### src/lsbse_pkg.sv
// ---------------------------------------------------------------------------
// lsbse_pkg
// Types, codes and helpers shared by the LSB stego embed/extract block.
// ---------------------------------------------------------------------------
`timescale 1ns / 1ps

package lsbse_pkg;

   localparam int BYTE_W  = 8;
   localparam int BUF_W   = 16;
   localparam int CNT_W   = 5;
   localparam int N_W     = 4;
   localparam int LEN_W   = 16;
   localparam int ST_W    = 2;
   localparam int ADDR_W  = 4;
   localparam int DATA_W  = 32;
   localparam int REG_IDX_W = 2;

   localparam logic [ST_W-1:0] ST_OK   = 2'd0;
   localparam logic [ST_W-1:0] ST_PAD  = 2'd1;
   localparam logic [ST_W-1:0] ST_DROP = 2'd2;

   localparam logic KIND_COVER = 1'b0;
   localparam logic KIND_MSG   = 1'b1;

   localparam logic OP_MESSAGE = 1'b0;
   localparam logic OP_COVER   = 1'b1;

   localparam logic MODE_EMBED   = 1'b0;
   localparam logic MODE_EXTRACT = 1'b1;

   localparam logic [REG_IDX_W-1:0] REG_MODE    = 2'd0;
   localparam logic [REG_IDX_W-1:0] REG_BITS    = 2'd1;
   localparam logic [REG_IDX_W-1:0] REG_MSG_LEN = 2'd2;

   localparam logic [N_W-1:0] BITS_RESET = 4'd1;

   typedef enum logic [1:0] {
      CLS_EMBED_MSG,
      CLS_EMBED_COVER,
      CLS_EXTRACT_COVER
   } item_class_type;

   typedef struct packed {
      item_class_type     cls;
      logic [BYTE_W-1:0]  data;
   } queue_item_type;

   typedef struct packed {
      logic               full;
      logic               empty;
   } q_status_type;

   typedef struct packed {
      logic               mode;
      logic [N_W-1:0]     bits_per_byte;
      logic [LEN_W-1:0]   message_length;
   } cfg_type;

   // effective field width: zero acts as one, anything above eight as eight
   function automatic logic [N_W-1:0] width_n(input logic [N_W-1:0] bpb);
      logic [N_W-1:0] n;
      priority if (bpb == '0) begin
         n = 4'd1;
      end else if (bpb > 4'd8) begin
         n = 4'd8;
      end else begin
         n = bpb;
      end
      return n;
   endfunction

endpackage

### src/lsbse_front.sv
// ---------------------------------------------------------------------------
// lsbse_front
// Input stage: takes request words, classifies them and feeds the queue.
// ---------------------------------------------------------------------------
`timescale 1ns / 1ps

module lsbse_front (
   input  logic                          clock,
   input  logic                          reset,
   input  logic                          cfg_mode,
   input  logic                          req_valid,
   output logic                          req_stall,
   input  logic                          req_operation,
   input  logic [lsbse_pkg::BYTE_W-1:0]  req_data_byte,
   input  lsbse_pkg::q_status_type       q_status,
   output logic                          q_push,
   output lsbse_pkg::queue_item_type     q_item
);
   import lsbse_pkg::*;

   logic            valid_ff, valid_in;
   queue_item_type  item_ff;
   item_class_type  cls;
   logic            keep;
   logic            accept;

   // message words in extract mode carry nothing and are dropped here
   always_comb begin
      keep = 1'b1;
      cls  = CLS_EMBED_MSG;
      if (cfg_mode == MODE_EMBED) begin
         cls = (req_operation == OP_MESSAGE) ? CLS_EMBED_MSG : CLS_EMBED_COVER;
      end else begin
         cls  = CLS_EXTRACT_COVER;
         keep = (req_operation == OP_COVER);
      end
   end

   assign req_stall = valid_ff && q_status.full;
   assign accept    = req_valid && !req_stall;
   assign q_push    = valid_ff && !q_status.full;
   assign q_item    = item_ff;

   always_comb begin
      if (accept && keep) begin
         valid_in = 1'b1;
      end else if (q_push) begin
         valid_in = 1'b0;
      end else begin
         valid_in = valid_ff;
      end
   end

   always_ff @(posedge clock) begin
      if (reset) begin
         valid_ff <= 1'b0;
      end else begin
         valid_ff <= valid_in;
      end
   end

   always_ff @(posedge clock) begin
      if (accept) begin
         item_ff.cls  <= cls;
         item_ff.data <= req_data_byte;
      end
   end

endmodule

### src/lsbse_queue.sv
// ---------------------------------------------------------------------------
// lsbse_queue
// Short register queue between the classifying front and the bit engine.
// ---------------------------------------------------------------------------
`timescale 1ns / 1ps

module lsbse_queue #(
   parameter int DEPTH = 2
) (
   input  logic                       clock,
   input  logic                       reset,
   input  logic                       push,
   input  lsbse_pkg::queue_item_type  push_item,
   input  logic                       pop,
   output lsbse_pkg::queue_item_type  head,
   output lsbse_pkg::q_status_type    status
);
   import lsbse_pkg::*;

   localparam int PTR_W = (DEPTH > 1) ? $clog2(DEPTH) : 1;
   localparam int QC_W  = $clog2(DEPTH + 1);

   queue_item_type   entry_ff [DEPTH];
   logic [PTR_W-1:0] wr_ptr_ff, wr_ptr_in;
   logic [PTR_W-1:0] rd_ptr_ff, rd_ptr_in;
   logic [QC_W-1:0]  count_ff, count_in;

   function automatic logic [PTR_W-1:0] next_ptr(input logic [PTR_W-1:0] p);
      logic [PTR_W-1:0] q;
      if (p == PTR_W'(DEPTH - 1)) begin
         q = '0;
      end else begin
         q = p + PTR_W'(1);
      end
      return q;
   endfunction

   assign status.full  = (count_ff == QC_W'(DEPTH));
   assign status.empty = (count_ff == '0);
   assign head         = entry_ff[rd_ptr_ff];

   always_comb begin
      wr_ptr_in = push ? next_ptr(wr_ptr_ff) : wr_ptr_ff;
      rd_ptr_in = pop  ? next_ptr(rd_ptr_ff) : rd_ptr_ff;
      count_in  = count_ff + QC_W'(push) - QC_W'(pop);
   end

   always_ff @(posedge clock) begin
      if (reset) begin
         wr_ptr_ff <= '0;
         rd_ptr_ff <= '0;
         count_ff  <= '0;
      end else begin
         wr_ptr_ff <= wr_ptr_in;
         rd_ptr_ff <= rd_ptr_in;
         count_ff  <= count_in;
      end
   end

   always_ff @(posedge clock) begin
      if (push) begin
         entry_ff[wr_ptr_ff] <= push_item;
      end
   end

endmodule

### src/lsbse_back.sv
// ---------------------------------------------------------------------------
// lsbse_back
// Bit engine: embeds or extracts bits per queued word, drives the result.
// ---------------------------------------------------------------------------
`timescale 1ns / 1ps

module lsbse_back (
   input  logic                          clock,
   input  logic                          reset,
   input  lsbse_pkg::cfg_type            cfg,
   input  logic                          clear,
   input  lsbse_pkg::q_status_type       q_status,
   input  lsbse_pkg::queue_item_type     q_head,
   output logic                          q_pop,
   output logic                          rsp_valid,
   input  logic                          rsp_stall,
   output logic [lsbse_pkg::BYTE_W-1:0]  rsp_out_byte,
   output logic                          rsp_out_kind,
   output logic [lsbse_pkg::ST_W-1:0]    rsp_status,
   output logic                          rsp_last
);
   import lsbse_pkg::*;

   logic [BUF_W-1:0]  buf_ff, buf_in;
   logic [CNT_W-1:0]  cnt_ff, cnt_in;
   logic [LEN_W-1:0]  rec_ff, rec_in;

   logic              out_valid_ff, out_valid_in;
   logic [BYTE_W-1:0] out_byte_ff;
   logic              out_kind_ff;
   logic [ST_W-1:0]   out_status_ff;
   logic              out_last_ff;

   logic              res_valid;
   logic [BYTE_W-1:0] res_byte;
   logic              res_kind;
   logic [ST_W-1:0]   res_status;
   logic              res_last;

   logic [N_W-1:0]    n;
   logic [CNT_W-1:0]  n_wide;
   logic [BYTE_W-1:0] mask;
   logic [BYTE_W-1:0] chunk;
   logic [BUF_W-1:0]  ext_base_buf;
   logic [CNT_W-1:0]  ext_base_cnt;
   logic [BUF_W-1:0]  ext_ins;
   logic [BUF_W-1:0]  ext_buf;
   logic [CNT_W-1:0]  ext_cnt;
   logic [LEN_W-1:0]  rec_next;
   logic              out_free;

   assign n      = width_n(cfg.bits_per_byte);
   assign n_wide = {1'b0, n};
   assign mask   = BYTE_W'((9'd1 << n) - 9'd1);
   assign chunk  = buf_ff[BUF_W-1 -: BYTE_W] >> (4'd8 - n);

   // extract: place the n low bits just under the valid ones, left aligned
   assign ext_base_buf = ((cnt_ff + n_wide) > 5'd16) ? '0 : buf_ff;
   assign ext_base_cnt = ((cnt_ff + n_wide) > 5'd16) ? '0 : cnt_ff;
   assign ext_ins      = ({8'h00, q_head.data & mask} << (5'd16 - n_wide)) >> ext_base_cnt;
   assign ext_buf      = ext_base_buf | ext_ins;
   assign ext_cnt      = ext_base_cnt + n_wide;
   assign rec_next     = rec_ff + LEN_W'(1);

   assign out_free = !out_valid_ff || !rsp_stall;
   assign q_pop    = !q_status.empty && out_free;

   always_comb begin
      buf_in     = buf_ff;
      cnt_in     = cnt_ff;
      rec_in     = rec_ff;
      res_valid  = 1'b0;
      res_byte   = q_head.data;
      res_kind   = KIND_COVER;
      res_status = ST_OK;
      res_last   = 1'b0;
      unique case (q_head.cls)
         CLS_EMBED_MSG: begin
            if (cnt_ff > 5'd8) begin
               res_valid  = 1'b1;
               res_status = ST_DROP;
            end else begin
               buf_in = buf_ff | ({q_head.data, 8'h00} >> cnt_ff);
               cnt_in = cnt_ff + 5'd8;
            end
         end
         CLS_EMBED_COVER: begin
            res_valid  = 1'b1;
            res_byte   = (q_head.data & ~mask) | chunk;
            res_status = (cnt_ff < n_wide) ? ST_PAD : ST_OK;
            buf_in     = buf_ff << n;
            cnt_in     = (cnt_ff >= n_wide) ? (cnt_ff - n_wide) : '0;
         end
         CLS_EXTRACT_COVER: begin
            if (rec_ff < cfg.message_length) begin
               if (ext_cnt >= 5'd8) begin
                  res_valid = 1'b1;
                  res_byte  = ext_buf[BUF_W-1 -: BYTE_W];
                  res_kind  = KIND_MSG;
                  res_last  = (rec_next == cfg.message_length);
                  buf_in    = ext_buf << 8;
                  cnt_in    = ext_cnt - 5'd8;
                  rec_in    = rec_next;
               end else begin
                  buf_in = ext_buf;
                  cnt_in = ext_cnt;
               end
            end
         end
         default: begin
         end
      endcase
   end

   assign out_valid_in = q_pop ? res_valid : (out_valid_ff && rsp_stall);

   always_ff @(posedge clock) begin
      if (reset) begin
         buf_ff       <= '0;
         cnt_ff       <= '0;
         rec_ff       <= '0;
         out_valid_ff <= 1'b0;
      end else begin
         out_valid_ff <= out_valid_in;
         if (clear) begin
            buf_ff <= '0;
            cnt_ff <= '0;
            rec_ff <= '0;
         end else if (q_pop) begin
            buf_ff <= buf_in;
            cnt_ff <= cnt_in;
            rec_ff <= rec_in;
         end
      end
   end

   always_ff @(posedge clock) begin
      if (q_pop && res_valid) begin
         out_byte_ff   <= res_byte;
         out_kind_ff   <= res_kind;
         out_status_ff <= res_status;
         out_last_ff   <= res_last;
      end
   end

   assign rsp_valid    = out_valid_ff;
   assign rsp_out_byte = out_byte_ff;
   assign rsp_out_kind = out_kind_ff;
   assign rsp_status   = out_status_ff;
   assign rsp_last     = out_last_ff;

endmodule

### src/lsb_stego_embed_extract.sv
// A result word is registered in the front, in the queue and at the output.
// Throughput: one word per cycle unless a side stalls; the bit engine handles a
// word each cycle it can pop, and the queue (QUEUE_DEPTH entries) lets either
// side stall alone. Reset (synchronous, active high) returns mode, bits_per_byte
// and message_length to 0, 1 and 0 and empties the bit buffer and queue.
// ---------------------------------------------------------------------------
// lsb_stego_embed_extract
// Streaming n-bit LSB steganography, embed and extract, with register port.
// ---------------------------------------------------------------------------
`timescale 1ns / 1ps

module lsb_stego_embed_extract #(
   parameter int QUEUE_DEPTH = 2
) (
   input  logic                          clock,
   input  logic                          reset,
   input  logic                          req_valid,
   output logic                          req_stall,
   input  logic                          req_operation,
   input  logic [lsbse_pkg::BYTE_W-1:0]  req_data_byte,
   output logic                          rsp_valid,
   input  logic                          rsp_stall,
   output logic [lsbse_pkg::BYTE_W-1:0]  rsp_out_byte,
   output logic                          rsp_out_kind,
   output logic [lsbse_pkg::ST_W-1:0]    rsp_status,
   output logic                          rsp_last,
   input  logic                          psel,
   input  logic                          penable,
   input  logic                          pwrite,
   input  logic [lsbse_pkg::ADDR_W-1:0]  paddr,
   input  logic [lsbse_pkg::DATA_W-1:0]  pwdata,
   output logic [lsbse_pkg::DATA_W-1:0]  prdata,
   output logic                          pready
);
   import lsbse_pkg::*;

   logic                  mode_ff;
   logic [N_W-1:0]        bits_ff;
   logic [LEN_W-1:0]      len_ff;
   logic [REG_IDX_W-1:0]  reg_idx;
   logic                  cfg_wr;
   logic                  clear;
   cfg_type               cfg;

   logic                  q_push;
   logic                  q_pop;
   queue_item_type        q_item;
   queue_item_type        q_head;
   q_status_type          q_status;

   assign pready  = 1'b1;
   assign reg_idx = paddr[ADDR_W-1 -: REG_IDX_W];
   assign cfg_wr  = psel && penable && pwrite && pready;

   // a write to any real register restarts the stream
   assign clear = cfg_wr && ((reg_idx == REG_MODE) || (reg_idx == REG_BITS) ||
                             (reg_idx == REG_MSG_LEN));

   always_ff @(posedge clock) begin
      if (reset) begin
         mode_ff <= MODE_EMBED;
         bits_ff <= BITS_RESET;
         len_ff  <= '0;
      end else if (cfg_wr) begin
         unique case (reg_idx)
            REG_MODE:    mode_ff <= pwdata[0];
            REG_BITS:    bits_ff <= pwdata[N_W-1:0];
            REG_MSG_LEN: len_ff  <= pwdata[LEN_W-1:0];
            default: begin
            end
         endcase
      end
   end

   always_comb begin
      unique case (reg_idx)
         REG_MODE:    prdata = DATA_W'(mode_ff);
         REG_BITS:    prdata = DATA_W'(bits_ff);
         REG_MSG_LEN: prdata = DATA_W'(len_ff);
         default:     prdata = '0;
      endcase
   end

   assign cfg.mode           = mode_ff;
   assign cfg.bits_per_byte  = bits_ff;
   assign cfg.message_length = len_ff;

   lsbse_front u_front (
      .clock         (clock),
      .reset         (reset),
      .cfg_mode      (mode_ff),
      .req_valid     (req_valid),
      .req_stall     (req_stall),
      .req_operation (req_operation),
      .req_data_byte (req_data_byte),
      .q_status      (q_status),
      .q_push        (q_push),
      .q_item        (q_item)
   );

   lsbse_queue #(
      .DEPTH (QUEUE_DEPTH)
   ) u_queue (
      .clock     (clock),
      .reset     (reset),
      .push      (q_push),
      .push_item (q_item),
      .pop       (q_pop),
      .head      (q_head),
      .status    (q_status)
   );

   lsbse_back u_back (
      .clock        (clock),
      .reset        (reset),
      .cfg          (cfg),
      .clear        (clear),
      .q_status     (q_status),
      .q_head       (q_head),
      .q_pop        (q_pop),
      .rsp_valid    (rsp_valid),
      .rsp_stall    (rsp_stall),
      .rsp_out_byte (rsp_out_byte),
      .rsp_out_kind (rsp_out_kind),
      .rsp_status   (rsp_status),
      .rsp_last     (rsp_last)
   );

endmodule

### config.mk
export PLATFORM = sky130hd
export DESIGN_NAME = lsb_stego_embed_extract
export DESIGN_NICKNAME = d
export VERILOG_FILES = /design/src/lsbse_pkg.sv /design/src/lsbse_front.sv /design/src/lsbse_queue.sv /design/src/lsbse_back.sv /design/src/lsb_stego_embed_extract.sv
export SDC_FILE = /design/constraint.sdc
export NUM_CORES = 1
export LEC_CHECK = 0
export ABC_CLOCK_PERIOD_IN_PS = 6570
export BUFFER_PORTS_ARGS = -buffer_cell sky130_fd_sc_hd__buf_2
export CAP_MARGIN = 20
export CORE_UTILIZATION = 35
export DETAILED_ROUTE_END_ITERATION = 6
export PLACE_DENSITY = 0.55
export SLEW_MARGIN = 20
export SYNTH_ARGS = -nofsm -noshare
export SYNTH_HDL_FRONTEND = slang
export SYNTH_HIERARCHICAL = 1
export SYNTH_SLANG_ARGS = --single-unit
### constraint.sdc
create_clock -name clock -period 6.57 [get_ports clock]
set_clock_uncertainty 0.05 [all_clocks]
set_input_delay 0.3285 -clock clock [delete_from_list [all_inputs] [get_ports clock]]
set_output_delay 0.3285 -clock clock [all_outputs]
set_load 0.01 [all_outputs]
# Word-level counts from Yosys, hierarchy flattened

Memory sizes are Yosys's and may differ from the RTL's. A register that Yosys moved wholly into a read port is not among the register bits.
Index checks and enable logic that the tools add are counted.

Flip-flop bits (word level): 86
Memory bits (writable): 20
Memories: 1
Output and inout port bits: 47

Bitwise gates (word level): 6
$lt $le $gt $ge: 7
Mux-type cells: 35
Shifts and indexed selects: 6
$add $sub $neg: 13
Reduce and logical (&&, ||, !) cells: 31
Equal/unequal tests: 8

Memory list:

| name             | depth | bits a word | read ports | clocked after Yosys merged registers in | write ports | RTL line          | text |
|---|---|---|---|---|---|---|---|
| u_queue.entry_ff | 2     | 10          | 1          | 1                                       | 1           | lsbse_queue.sv:23 | `queue_item_type entry_ff [DEPTH];` |

Operators with widths:

| cell                                                               | number |
|---|---|
| 16-bit one-hot mux with 3 select lines                             | 2 |
| 16-bit 2-to-1 mux                                                  | 4 |
| 16-bit OR                                                          | 2 |
| 16-bit by 5-bit >> shifter with 16-bit output                      | 2 |
| 5-bit 2-to-1 mux                                                   | 5 |
| 16-bit by 1-bit adder with 16-bit output, second input constant    | 1 |
| 8-bit AND                                                          | 2 |
| 16-bit equality test                                               | 1 |
| 16-bit < comparator                                                | 1 |
| 8-bit 2-to-1 mux                                                   | 2 |
| 8-bit one-hot mux with 2 select lines                              | 1 |
| 16-bit by 4-bit << shifter with 16-bit output                      | 1 |
| 8-bit by 5-bit << shifter with 16-bit output                       | 1 |
| 1-bit 2-to-1 mux                                                   | 15 |
| 5-bit one-hot mux with 3 select lines                              | 1 |
| 5-bit by 4-bit adder with 5-bit output                             | 2 |
| 1-bit logical AND                                                  | 10 |
| 4-bit 2-to-1 mux                                                   | 2 |
| 8-bit NOT                                                          | 1 |
| 8-bit OR                                                           | 1 |
| 4-bit AND reduction                                                | 2 |
| 1-bit by 4-bit << shifter with 8-bit output, first input constant  | 1 |
| 8-bit by 4-bit >> shifter with 8-bit output                        | 1 |
| 8-bit by 1-bit subtractor with 8-bit output, second input constant | 1 |
| 30 further kinds                                                   | 44 |

# Longest topological paths before layout

Word-level depth: 12
Depth in mapped cells: 30

# Modules after synthesis

Netlist, hierarchy kept.

By module, submodules not included:

| module                  | area an instance (µm²) | instances | cells an instance |
|---|---|---|---|
| lsbse_back              | 6593.8                 | 1         | 902 |
| lsb_stego_embed_extract | 1260.0                 | 1         | 131 |
| lsbse_queue             | 937.1                  | 1         | 52 |
| lsbse_front             | 376.6                  | 1         | 19 |

# Worst setup path before layout

No wires, ideal clock.

Path type: register to register
From: register bits_ff[1]
To: register u_back.out_last_ff (netlist: u_back/rsp_last), enable pin
Cell stages (with the launch flop): 29
Data required time: 6176 ps
Setup slack: 575 ps
Data arrival time: 5601 ps
Buffers on the path: 6
Cells stage by stage: dfxtp_1 -> buf_2 -> o21bai_1 -> nand2_1 -> inv_1 -> buf_2 -> clkbuf_1 -> ha_1 -> inv_1 -> fa_1 -> xnor2_1 -> and3_1 -> and3_4 -> buf_6 -> o21ai_4 -> buf_6 -> inv_1 -> ha_1 -> fa_1 -> xor2_1 -> nor4b_1 -> mux2i_1 -> a211oi_1 -> a211oi_4 -> or2_1 -> buf_2 -> nor2_4 -> o31ai_1 -> inv_1

Cells in the longest elaborated chain, start to end: 12
Elaborated cells on any way between the ends: 13
Those cells by class: add/sub (2); order compare (3); mux (6); reduce/logical (2)

Ends and longest elaborated chain:

| element                                                        | RTL line                      | text |
|---|---|---|
| start, declared                                                | lsb_stego_embed_extract.sv:38 | `logic [N_W-1:0] bits_ff;` |
| start signal, assigned                                         | lsb_stego_embed_extract.sv:67 | `REG_BITS: bits_ff <= pwdata[N_W-1:0];` |
| 4-bit greater-than comparator                                  | lsbse_pkg.sv:65               | `end else if (bpb > 4'd8) begin` |
| 4-bit 2-to-1 mux                                               | lsbse_pkg.sv:65               |  |
| 4-bit 2-to-1 mux *                                             | lsbse_pkg.sv:63               | `priority if (bpb == '0) begin` |
| 5-bit by 4-bit adder with 5-bit output                         | lsbse_back.sv:59              | `assign ext_base_cnt = ((cnt_ff + n_wide) > 5'd16) ? '0 : cnt_ff;` |
| 5-bit greater-than comparator                                  | lsbse_back.sv:59              |  |
| 5-bit 2-to-1 mux                                               | lsbse_back.sv:59              |  |
| 5-bit by 4-bit adder with 5-bit output *                       | lsbse_back.sv:62              | `assign ext_cnt = ext_base_cnt + n_wide;` |
| 5-bit by 4-bit greater-or-equal comparator with 1-bit output * | lsbse_back.sv:96              | `if (ext_cnt >= 5'd8) begin` |
| 1-bit 2-to-1 mux *                                             | lsbse_back.sv:96              |  |
| 1-bit 2-to-1 mux *                                             | lsbse_back.sv:95              | `if (rec_ff < cfg.message_length) begin` |
| 1-bit one-hot mux with 3 select lines *                        | lsbse_back.sv:77              | `unique case (q_head.cls)` |
| 1-bit logical AND *                                            | lsbse_back.sv:138             | `if (q_pop && res_valid) begin` |
| end signal, assigned                                           | lsbse_back.sv:142             | `out_last_ff <= res_last;` |
| end, declared                                                  | lsbse_back.sv:32              | `logic out_last_ff;` |

Mark *: on every way between the ends. The rest lies on a longest branch, timed or not.
A chain may end at the register's enable or synchronous reset.

# Worst setup path in the final report

From: register bits_ff[2]
To: register u_back.out_status_ff[0] (netlist: u_back/rsp_status[0]), enable pin

Cells in the longest elaborated chain, start to end: 12
Elaborated cells on any way between the ends: 13
Those cells by class: add/sub (2); order compare (3); mux (6); reduce/logical (2)

Ends and longest elaborated chain:

| element                                                        | RTL line          | text |
|---|---|---|
| 4-bit greater-than comparator                                  | lsbse_pkg.sv:65   |  |
| 4-bit 2-to-1 mux                                               | lsbse_pkg.sv:65   |  |
| 4-bit 2-to-1 mux *                                             | lsbse_pkg.sv:63   |  |
| 5-bit by 4-bit adder with 5-bit output                         | lsbse_back.sv:59  |  |
| 5-bit greater-than comparator                                  | lsbse_back.sv:59  |  |
| 5-bit 2-to-1 mux                                               | lsbse_back.sv:59  |  |
| 5-bit by 4-bit adder with 5-bit output *                       | lsbse_back.sv:62  |  |
| 5-bit by 4-bit greater-or-equal comparator with 1-bit output * | lsbse_back.sv:96  |  |
| 1-bit 2-to-1 mux *                                             | lsbse_back.sv:96  |  |
| 1-bit 2-to-1 mux *                                             | lsbse_back.sv:95  |  |
| 1-bit one-hot mux with 3 select lines *                        | lsbse_back.sv:77  |  |
| 1-bit logical AND *                                            | lsbse_back.sv:138 |  |
| end signal, assigned                                           | lsbse_back.sv:141 | `out_status_ff <= res_status;` |
| end, declared                                                  | lsbse_back.sv:31  | `logic [ST_W-1:0] out_status_ff;` |

Marked as above.

==> results_dict.tcl <==
set metrics [dict create \
    synthDistinctLibCells 107 \
    maxSlewViolCount 0 \
    yosysTopAreaCellShare 0.142 \
    ys_seq_area_frac 0.280 \
    synth_edf_count 42 \
    post_cts_buffers 0 \
    whs_ns 0.0866 \
    hold_viol 0 \
    synth_warnings 6 \
    post_cts_resized 0 \
    internal_power_mw 1.70 \
    cts_max_path_buffers 2 \
    max_freq_ghz 0.165 \
    num_io_pins 99 \
    post-route-period-util 0.923 \
    syn_avg_cell_area_um2 8.30 \
    final.setup.worst_slack_ns 0.505 \
    die_h_um 164 \
    clk_pin_slew_worst_paths_ns 0.08 \
    core-area_um2 25500 \
    vias_per_cell 5.78 \
    holdPathStages 1 \
    start_util 0.360 \
    diodes 0 \
    hold_start "req_data_byte[1]" \
    reg2reg_slack_ns 0.50 \
    dp_hpwl_um 22400 \
    grt_antenna_before_repair 0 \
    fillers 2622 \
    worstHoldEndpoint "u_front/q_item[1]" \
    final-seq-area_um2 2560 \
    tns_ns 0 \
    cp-end-kind "flip-flop" \
    grt_pass1_vias 7881 \
    clock_latency_ns 0.37 \
    arrival_ns 6.02 \
    ir_drop_uv 168 \
    finalPower_mw 3.37 \
    grt_pass1_wl_um 46100 \
    cts_hold_buf 0 \
    p_clk_frac 0.167 \
    p_comb_frac 0.551 \
    grtUsageTotal 0.225 \
    seqPwrFrac 0.282 \
    drcViolationCount 0 \
    vias 8483 \
    setup.worst_path.start_class "flip-flop" \
    ant_nets 0 \
    cts_tree "built" \
    async_flop_share 0 \
    post_dp_cell_area_um2 9660 \
    power_density_nw_per_um2 338 \
    fp.dieArea_um2 26800 \
    switching_share 0.495 \
    r2r_start "bits_ff[2]" \
    reg2regPathDepth 22 \
    synth_top_cell_by_area "dfxtp_1" \
    routabilityCongestion 0.979 \
    layout.cells.non_filler 1468 \
    worstPathRequired_ns 6.52 \
    setup_viol 0 \
    status "complete, no violations" \
    finalWirelength_um 29900 \
    wl_per_cell_um 20.4 \
    utilization 0.392 \
    rows 58 \
    synth_ff_type "dfxtp_1" \
    nets 1228 \
    dieWidth_um 164 \
    cts-root-buf "clkbuf_16" \
    ys_ff_latch 107 \
    area_growth_pct 8.79 \
    grt_remaining_overflow 0 \
    path_class "reg2reg" \
    leakage_nw 3.99 \
    synth.cell_area_um2 9170 \
    max_cap_viol_count 0 \
    fin_crit_ns 6.07 \
    synth_area_leaders "dfxtp_1, edfxtp_1, mux2i_1" \
    grt_max_degree 49 \
    cts_buffers 9 \
    min_path_type "in2reg" \
    r2r_end "u_back/rsp_status[0]" \
    multi_input_area_um2 5970 \
    power.switching_mw 1.67 \
    dr.pass1.iters 6 \
    dp.cells 1451 \
    h-tree-depth 3 \
    netlist_instances 1104 \
    timing.slew.headroom 0.343 \
    port_buffers 63 \
    rsz0062_at_grt "no" \
    max_slew.worst_pin.slew_ns 0.985 \
    design_area_um2 9970 \
    drive_above_1_share 0.152 \
    post-place-ws_ns 0.594 \
    cp_max_fo 12 \
    initialDrtViolationCount 837 \
    clock_sinks 107 \
]
-- sequential cells by signal, summed over array words and instances (netlist names), 4 cells and up, named ones only --
signal / count
bits_ff: 4
u_back/cnt_ff: 5
u_back/buf_ff: 16
len_ff: 16
u_queue/entry_ff: 20
u_back/rec_ff: 16
u_front/q_item: 10
u_back/rsp_out_byte: 8
-- layout make-up --
| cell class | count | share of cell area |
|---|---|---|
| multi-input cells | 870 | 0.599 |
| flip-flops and latches | 107 | 0.257 |
| repair buffers | 88 | 0.0512 |
| well taps | 330 | 0.0414 |
| clock buffers | 9 | 0.0226 |
| inverters | 57 | 0.0215 |
| clock inverters | 7 | 0.00753 |
-- power groups by stage --
stage                     clock network [mW]  logic [mW]  registers (mW)
after detailed placement                   0        1.79           0.960
after global routing                   0.603        1.98           0.962
after global placement                     0        1.81           0.964
final                                  0.562        1.86           0.952
after floorplan                            0        1.33           0.886
after CTS                              0.587        1.81           0.946
-- synth_stat cells (6+ instances only) --
| cell type | number |
|---|---|
| nand2_1 | 106 |
| nor2_1 | 103 |
| a21oi_1 | 67 |
| dfxtp_1 | 65 |
| mux2i_1 | 60 |
| inv_1 | 50 |
| o21ai_0 | 45 |
| edfxtp_1 | 42 |
| ha_1 | 40 |
| clkbuf_1 | 31 |
| xnor2_1 | 30 |
| nand2b_1 | 27 |
| nand3_1 | 26 |
| xor2_1 | 24 |
| nor3_1 | 23 |
| buf_2 | 19 |
| buf_4 | 19 |
| a211oi_1 | 18 |
| and2_1 | 18 |
| o211ai_1 | 16 |
| nor2b_1 | 15 |
| mux2_2 | 14 |
| a31oi_1 | 13 |
| or2b_2 | 13 |
| and3_1 | 12 |
| a221oi_1 | 10 |
| o21ai_1 | 9 |
| a21o_1 | 8 |
| a22oi_1 | 8 |
| buf_1 | 7 |
| nand4_1 | 7 |
| o22ai_1 | 7 |
| buf_6 | 6 |
-- logic make-up after synthesis --
kind of cell,Yosys count,synth area share
AND/OR/NAND/NOR,391,0.217
AO/OA/AOI/OAI,288,0.225
buffers and inverters,142,0.0757
flip-flops,107,0.280
multiplexers,75,0.0852
XOR/XNOR,56,0.0558
adder cells (fa/ha/maj),43,0.0611
other,2,0.000819
-- layer usage --
metal,part of all wire,track usage,vias up
li1,-,-,4003
met1,0.43,0.311,3960
met2,0.45,0.351,453
met3,0.089,0.0348,67
met4,0.030,0.0880,0
met5,0,0,-
-- critical path, cell delays in order, from the launching register on --
cell	delay, ns
dfxtp_1	0.33
o21bai_1	0.21
nand2_1	0.19
inv_1	0.12
ha_1	0.16
inv_1	0.05
fa_1	0.40
xnor2_1	0.13
and3_1	0.22
and3_4	0.23
o21ai_4	0.31
inv_1	0.15
ha_1	0.24
fa_1	0.40
xor2_1	0.18
nor4b_1	0.27
mux2i_1	0.17
a211oi_1	0.47
a211oi_4	0.14
or2_1	0.29
nor2_4	0.25
o31ai_1	0.15
inv_1	0.58
-- layout by cell type (no fill, tap or decap), drive strengths merged, types with 12 or more instances in the layout --
cell / count
conb: 17
xor2: 24
a31oi: 13
nor2b: 16
o211ai: 16
mux2: 14
nand3: 27
buf: 88
nand2: 107
inv: 58
o21ai: 56
dfxtp: 65
mux2i: 60
or2b: 16
nor2: 104
nor3: 23
edfxtp: 42
xnor2: 31
and3: 13
a21oi: 68
and2: 18
a221oi: 12
nand2b: 27
a211oi: 20
ha: 40
-- worst max path at each step --
stage | startpoint | cells past startpoint | to | slack (ns)
floorplan | bits_ff[1] | 28 | u_back/rsp_last | 0.57
global placement | bits_ff[2] | 22 | u_back/rsp_out_byte[3] | 0.77
detailed placement | bits_ff[2] | 22 | u_back/rsp_out_byte[5] | 0.59
CTS | bits_ff[2] | 22 | u_back/rsp_last | 0.57
global route | bits_ff[2] | 22 | u_back/rsp_last | 0.09
finish | bits_ff[2] | 22 | u_back/rsp_status[0] | 0.50
No activity file was read; power rests on OpenSTA's default activity.
